<file path="config.mk">
export PLATFORM = sky130hd
export DESIGN_NAME = sit_orient
export DESIGN_NICKNAME = d
export VERILOG_FILES = /design/src/hw/rtl/sit_pkg.sv /design/src/hw/rtl/sit_orient.sv
export SDC_FILE = /design/constraint.sdc
export NUM_CORES = 2
export LEC_CHECK = 0
export BUFFER_PORTS_ARGS = -buffer_cell sky130_fd_sc_hd__buf_2
export CAP_MARGIN = 20
export CORE_ASPECT_RATIO = 2
export CORE_MARGIN = 2
export CORE_UTILIZATION = 30
export DETAILED_ROUTE_END_ITERATION = 8
export HOLD_SLACK_MARGIN = 0.1
export MAX_ROUTING_LAYER = met4
export PLACE_DENSITY = 0.51
export SKIP_CTS_REPAIR_TIMING = 1
export SYNTH_ARGS = -nofsm -noshare
export SYNTH_HDL_FRONTEND = slang
export SYNTH_SLANG_ARGS = --single-unit
</file>
<file path="constraint.sdc">
create_clock -name i_clk -period 8.2 [get_ports i_clk]
set_input_delay 0.82 -clock i_clk [delete_from_list [all_inputs] [get_ports i_clk]]
set_output_delay 0.82 -clock i_clk [all_outputs]
set_load 0.01 [all_outputs]
</file>
<file path="src/hw/rtl/sit_pkg.sv">
// ============================================================================
// sit_pkg : shared types and constants of the segment intersection test
// Coordinate and arithmetic widths, orientation codes and the stage-enable
// bundle passed from the pipeline control to the orientation units.
// ============================================================================
package sit_pkg;

    // Coordinate width of every input field (two's complement)
    localparam int CoordBits = 16;
    // Difference of two coordinates
    localparam int DiffBits  = CoordBits + 1;
    // Signed product of two differences
    localparam int ProdBits  = 2 * DiffBits;
    // Square of a difference, at most 2**(2*CoordBits)
    localparam int SqBits    = 2 * CoordBits + 1;
    // Sum of two squares
    localparam int SumBits   = SqBits + 1;

    typedef logic signed [CoordBits-1:0] t_coord;
    typedef logic signed [DiffBits-1:0]  t_diff;
    typedef logic signed [ProdBits-1:0]  t_prod;
    typedef logic        [SqBits-1:0]    t_sq;
    typedef logic        [SumBits-1:0]   t_sum;
    typedef logic signed [1:0]           t_orient;

    // Orientation codes, -1 coded as all ones
    localparam t_orient OrientNeg  = 2'sb11;
    localparam t_orient OrientZero = 2'sb00;
    localparam t_orient OrientPos  = 2'sb01;

    // Load enables of the four stages inside an orientation unit
    typedef struct packed {
        logic diff;
        logic prod;
        logic cmp;
        logic res;
    } t_stage_en;

endpackage

</file>
<file path="src/hw/rtl/sit_orient.sv">
// ============================================================================
// sit_orient : pipelined orientation of a point against a directed segment
// Four register stages: differences, cross products and squares, cross
// compare and squared-length sums, final orientation code.
// ============================================================================
module sit_orient import sit_pkg::*; (
    input  logic      i_clk,
    input  t_stage_en i_en,
    input  t_coord    i_p0_x,
    input  t_coord    i_p0_y,
    input  t_coord    i_p1_x,
    input  t_coord    i_p1_y,
    input  t_coord    i_p2_x,
    input  t_coord    i_p2_y,
    output t_orient   o_orient
);

    t_diff   r_dx1, r_dy1, r_dx2, r_dy2;
    t_prod   r_left, r_right;
    t_sq     r_sq_dx1, r_sq_dy1, r_sq_dx2, r_sq_dy2;
    logic    r_behind_p, r_behind_c;
    logic    r_gt, r_lt;
    t_sum    r_len1, r_len2;
    t_orient r_orient;

    t_prod   w_sq_dx1, w_sq_dy1, w_sq_dx2, w_sq_dy2;
    logic    w_behind;

    // Take differences from the base point
    always_ff @(posedge i_clk) begin
        if (i_en.diff) begin
            r_dx1 <= DiffBits'(i_p1_x) - DiffBits'(i_p0_x);
            r_dy1 <= DiffBits'(i_p1_y) - DiffBits'(i_p0_y);
            r_dx2 <= DiffBits'(i_p2_x) - DiffBits'(i_p0_x);
            r_dy2 <= DiffBits'(i_p2_y) - DiffBits'(i_p0_y);
        end
    end

    // Squares are never negative, so the low bits hold the magnitude
    assign w_sq_dx1 = r_dx1 * r_dx1;
    assign w_sq_dy1 = r_dy1 * r_dy1;
    assign w_sq_dx2 = r_dx2 * r_dx2;
    assign w_sq_dy2 = r_dy2 * r_dy2;

    // Point lies behind the base when any axis points the opposite way
    assign w_behind =
        (r_dx1[DiffBits-1] && !r_dx2[DiffBits-1] && (r_dx2 != '0)) ||
        (r_dx2[DiffBits-1] && !r_dx1[DiffBits-1] && (r_dx1 != '0)) ||
        (r_dy1[DiffBits-1] && !r_dy2[DiffBits-1] && (r_dy2 != '0)) ||
        (r_dy2[DiffBits-1] && !r_dy1[DiffBits-1] && (r_dy1 != '0));

    // Form cross-product terms and squares
    always_ff @(posedge i_clk) begin
        if (i_en.prod) begin
            r_left     <= r_dx1 * r_dy2;
            r_right    <= r_dy1 * r_dx2;
            r_sq_dx1   <= w_sq_dx1[SqBits-1:0];
            r_sq_dy1   <= w_sq_dy1[SqBits-1:0];
            r_sq_dx2   <= w_sq_dx2[SqBits-1:0];
            r_sq_dy2   <= w_sq_dy2[SqBits-1:0];
            r_behind_p <= w_behind;
        end
    end

    // Compare cross terms, add up squared lengths
    always_ff @(posedge i_clk) begin
        if (i_en.cmp) begin
            r_gt       <= r_left > r_right;
            r_lt       <= r_left < r_right;
            r_len1     <= SumBits'(r_sq_dx1) + SumBits'(r_sq_dy1);
            r_len2     <= SumBits'(r_sq_dx2) + SumBits'(r_sq_dy2);
            r_behind_c <= r_behind_p;
        end
    end

    // Decide: turn direction first, then the collinear reach test
    always_ff @(posedge i_clk) begin
        if (i_en.res) begin
            if (r_gt) begin
                r_orient <= OrientPos;
            end else if (r_lt || r_behind_c) begin
                r_orient <= OrientNeg;
            end else if (r_len1 >= r_len2) begin
                r_orient <= OrientZero;
            end else begin
                r_orient <= OrientPos;
            end
        end
    end

    assign o_orient = r_orient;

endmodule

</file>
Yosys cells after proc, flatten, opt, wreduce, memory -nomap -nowiden
Cells that the tools add are included.

Add/sub/neg operators: 6. Multiply operators: 6. $lt $le $gt $ge: 3. Muxes and demuxes: 2. Reduce and logical (&&, ||, !) cells: 21.

Operators by type and width (count): multiplier 17 x 17 -> 33 bit (4); adder 33 x 33 -> 34 bit (2); multiplier 17 x 17 -> 34 bit (2); nonzero test 17 bit (4); subtractor 16 x 16 -> 17 bit (4); >= comparator 34 bit (1); > comparator 34 bit (1); < comparator 34 bit (1); logical AND 1 bit (8); logical NOT 1 bit (4); logical OR 1 bit (4); 2-to-1 mux 2 bit (1); OR reduction 2 bit (1); 2-to-1 mux 1 bit (1).

Flip-flop bits (word level): 342. Bits of input ports: 101. Output and inout bits: 2. Logic and storage cells: 56.

Logic depth before layout (Yosys ltp)
Depth after elaboration: 6. Depth in mapped cells: 27. Depth with buffers taken out: 25.

Least setup slack after synthesis
No wires, ideal clock.

Path kind: register to register. Start point: reg r_dy1[16]. End point: reg r_right[32], data pin. Library setup time: 0.195 ns. Arrival: 6.427 ns. Required time: 8.005 ns. Setup slack: 1.579 ns. Cell stages (with the launch flop): 21. Buffers on the path: 2. Period minus slack after synthesis: 6.621 ns. Path through: edfxtp_1 clkbuf_1 clkbuf_1 nand2_1 inv_1 fa_1 fa_1 fa_1 fa_1 fa_1 inv_1 fa_1 inv_1 ha_1 a21oi_1 o21ai_0 a31oi_1 o21ai_0 o311ai_1 or4b_1 o311ai_0.

Longest elaborated chain between the ends: 1.

Ends and longest elaborated chain: from (decl) (RTL line sit_orient.sv:18) `t_diff r_dx1, r_dy1, r_dx2, r_dy2;`; from (signal assigned) (RTL line sit_orient.sv:33) `r_dy1 <= DiffBits'(i_p1_y) - DiffBits'(i_p0_y);`; multiplier 17 x 17 -> 34 bit (RTL line sit_orient.sv:56) `r_right <= r_dy1 * r_dx2;`; to (signal assigned) (RTL line sit_orient.sv:56); to (decl) (RTL line sit_orient.sv:19) `t_prod r_left, r_right;`.

Every way passes these cells. A chain may end at the register's enable or synchronous reset.

Worst setup path after layout
Start point: reg r_dy1[11]. End point: reg r_right[32], data pin.

Same word-level chain as after synthesis.

==> impl_summary.md <==
Outcome
The flow ran to the end, and the final reports show no timing, DRC or antenna violations.

Placement
The weighted congestion at the end of routability-driven global placement is between 0.8 and 0.9. The quantity of I/O buffers inserted on ports is 102. The standard cell area after detailed placement is around 83000 um^2. Detailed placement ended at an HPWL of 182000 um.

Worst setup path
In this run the worst setup path begins at r_dy1[11]. For the worst flop-to-flop path, the logic depth is 20. The critical register-to-register path endpoint is r_right[32]. The largest delay contributor family on the critical path is adder cells. Walking the worst path, the cells encountered are nand2_1, fa_1, fa_1, fa_1, inv_1, fa_1, fa_1, inv_1, fa_1, inv_1, ha_1, a21o_1, a21oi_1, nand2b_1, nor4_1, nor4_1, buf_4, o311ai_1, or4b_1, o311ai_0. The type of the worst setup path is reg -> reg. The startpoint of the worst-slack reg-to-reg timing path is r_dy1[11]. The critical path ends at r_right[32]. The logic depth of the worst path, buffers included is 20. The endpoint class of the critical path is a flip-flop. Together, buffers and inverters on the worst path number 4.

The delay of the slowest cell on the worst path is around 1.1 ns. Among all stages on the critical path, the largest delay is contributed by edfxtp_1. Along the worst path, the maximum fanout reaches 20. The required time of the critical path is approximately 8.6 ns. For the worst setup path, the data arrival time is 7.99 ns.

The setup slack on the worst flop-to-flop path is just over 0.6 ns. The worst setup path is launched from a flip-flop. The cell with the most instances on the worst path is fa_1.

Floorplan
The floorplan step defined a die boundary enclosing ~260000 um^2. The I/O pin count is 103. In this run the vertical extent of the chip is 723 um. The initial core utilization is between 30% and 40%. The cell row count is about 260. The placeable core region is 258000 um^2.

The width of the die is 363 um.

Detailed routing
The total number of vias is 52700. The final antenna-violating net count is 0. Dividing the detail-routed wire length by the instance count gives 19.0 um. The via density per instance is 4.62.

The first detailed-routing pass took 5 iterations. The DRC violations left is 0. The total wire length after detailed routing is 217000 um.

After the first detailed-routing iteration, the DRC count stood at 3353.

Final layout
The share of the core filled with cells is 32.6%. Compared with the post-synthesis result, the final layout area differs by 8.39%. The most frequent standard cell in the layout excluding fill and tap cells is inv_1. After routing the design area is 84000 um^2. In the final layout, the share of cells above drive strength 1 is 4.88%.

The number of nets at the end of the flow is 10500. The top cell types in the final layout, fill and taps aside, are inv_1 (2109), fa_1 (1639), ha_1 (721), nand2_1 (673), and2_1 (438).

Yosys
The mapped cell area is a little under 80000 um^2. The number of warnings issued by yosys is 0. The synthesized netlist contains 72 unique library cells. The number of flops mapped to enable cells by yosys is around 340. The most used flip-flop cell after synthesis is edfxtp_1. In this run, synthesis produced a sequential element count of about 340. The post-synth net total is 10500. The fraction of the yosys area taken by sequential cells is between 10% and 20%. The post-synthesis area per instance is between 9 and 10 um^2. The share of synthesized flip-flops with an asynchronous set or reset is 0%.

Synthesis produced ~8000 cells.

Timing
The worst clock skew on the final layout is about 0.05 ns. Adding up every negative setup slack in the final design gives 0 ns. The final count of hold timing violations is 0. The shortest clock period the worst path allows after layout is 7.58 ns.

Setup repair after global routing left no endpoint under its margin. The part of the cycle the worst path needs is about 90%. The worst hold margin is 0.424 ns. The worst-margin pin slew is 1.12 ns. The count of pins over their slew limit is 0. Derived from the worst setup path, the maximum achievable clock frequency is around 130 MHz. Setup violations remaining at the end of the flow were counted as 0.

In this run the tightest slew margin relative to its limit is 25.6%.

CTS
After clock tree synthesis, the clock-pin slew on the worst setup and hold paths is 0.06 ns. The maximum level of the CTS H-tree is 2. The total clock buffers created by CTS is 45. TritonCTS built the clock tree. The clock sink count is 338. The tree is rooted in a clkbuf_16. The number of buffers between clock root and the deepest sink is 3. Clock latency on the worst-skew pair, taken at its later pin, is about 0.65 ns.

Flow run
The reported max-cap violation count is 0.

Global route
The number of global-route vias before repair is between 50000 and 60000. The aggregate global routing overflow is 0. The number of antenna violations at the first check in global routing is 25. Across every metal layer, demand over resource in global routing totals 17.6%. Entering global routing, the biggest net connects 75 pins. The first global-routing pass estimated ~340000 um of wire.

Hold path
The min-delay analysis places its worst path in the category reg -> reg.
==> layout make-up <==
type | instances | area [um^2]
Fill cell | 26800 | 174000
Multi-Input combinational cell | 5266 | 58400
Sequential cell | 338 | 10100
Inverter | 2123 | 7970
Tap cell | 3325 | 4160
Timing Repair Buffer | 274 | 1880
Clock buffer | 52 | 1150
Clock inverter | 28 | 268
Antenna cell | 11 | 27.5
==> through the flow <==
stage / setup slack (ns) / std cells
floorplan: 1.58 / 7989
detailed placement: 0.732 / 11300
CTS: 0.622 / 11400
finish: 0.620 / 11400
global placement: 0.724 / 11300
global route: 0.194 / 11400
==> synthesized netlist by cell type, types with 5 or more instances <==
cell       instances  area [um^2]
or3_1             14         87.6
nand2_1          673         2530
o31a_1             5         43.8
o31ai_1           13         97.6
mux2i_1            6         60.1
a41oi_1           10         87.6
o2111ai_1          6         52.6
or4_1              5         37.5
nor4_1            25          156
nand2b_1          53          332
nand4_1           34          213
o211ai_1          18          135
a21boi_0          16          120
o21bai_1          18          135
fa_1            1639        32800
nand3b_1           8         60.1
o21ai_0          125          626
ha_1             721         9020
nor3_1            69          345
nor2_1           360         1350
a21o_1           124          931
xnor2_1          258         2260
a41o_1             6         60.1
o21a_1            37          278
or2_2             20          125
a31o_2            15          131
a221oi_1           9         78.8
inv_1           2109         7920
a21oi_1          187          936
and2_1           438         2740
nand3_1           57          285
clkbuf_1         254          953
buf_1              8         30.0
edfxtp_1         338        10100
xor2_1            81          709
nor2b_1           72          450
a211o_1            8         70.1
a211oi_1          22          165
a2111oi_0         10         87.6
a31oi_1           20          125
clkinv_1          10         37.5
o311ai_0           6         52.6
and3_1            24          150
==> metal layers <==
layer	wire [um]	track usage (%)
met2	104000	28.4
met3	11400	2.43
met1	95100	23.3
met4	5920	4.23
met5	0	-
==> cells by family after synthesis <==
kind of cell / count (synthesis) / synth area share, %
buffers and inverters: 2385 / 11.5
adder cells (fa/ha/maj): 2360 / 53.9
AND/OR/NAND/NOR: 1863 / 11.6
AO/OA/AOI/OAI: 694 / 5.90
XOR/XNOR: 339 / 3.83
flip-flops: 338 / 13.1
multiplexers: 10 / 0.136
==> sequential cells by signal, indices dropped and copies added, names as in the netlist <==
name / count
r_left: 34
r_len1: 34
r_len2: 34
r_right: 34
r_sq_dx1: 32
r_sq_dx2: 32
r_sq_dy1: 32
r_sq_dy2: 32
r_dx1: 17
r_dx2: 17
r_dy1: 17
r_dy2: 17
o_orient: 2
r_behind_c: 1
r_behind_p: 1
r_gt: 1
r_lt: 1
==> worst min-delay path by stage <==
stage               startpoint           to  slack, ns  cells past startpoint
floorplan           r_behind_p   r_behind_c       0.40                      0
finish              r_behind_p   r_behind_c       0.42                      0
global route           i_en[0]  o_orient[0]       0.43                      1
detailed placement  r_behind_p   r_behind_c       0.41                      0
CTS                    i_en[0]  o_orient[1]       0.41                      1
global placement    r_behind_p   r_behind_c       0.41                      0
==> worst reg2reg max path, delay by kind of cell, from the launching register on <==
family	cells	cell delay, ns
flops	1	1.08
buf+inv	4	0.35
compound gates	4	0.95
fa+ha+maj	7	3.44
simple gates	5	1.54
Power is not shown: default switching activity piles up to over one toggle a cycle in this logic, so the estimate is an artifact.
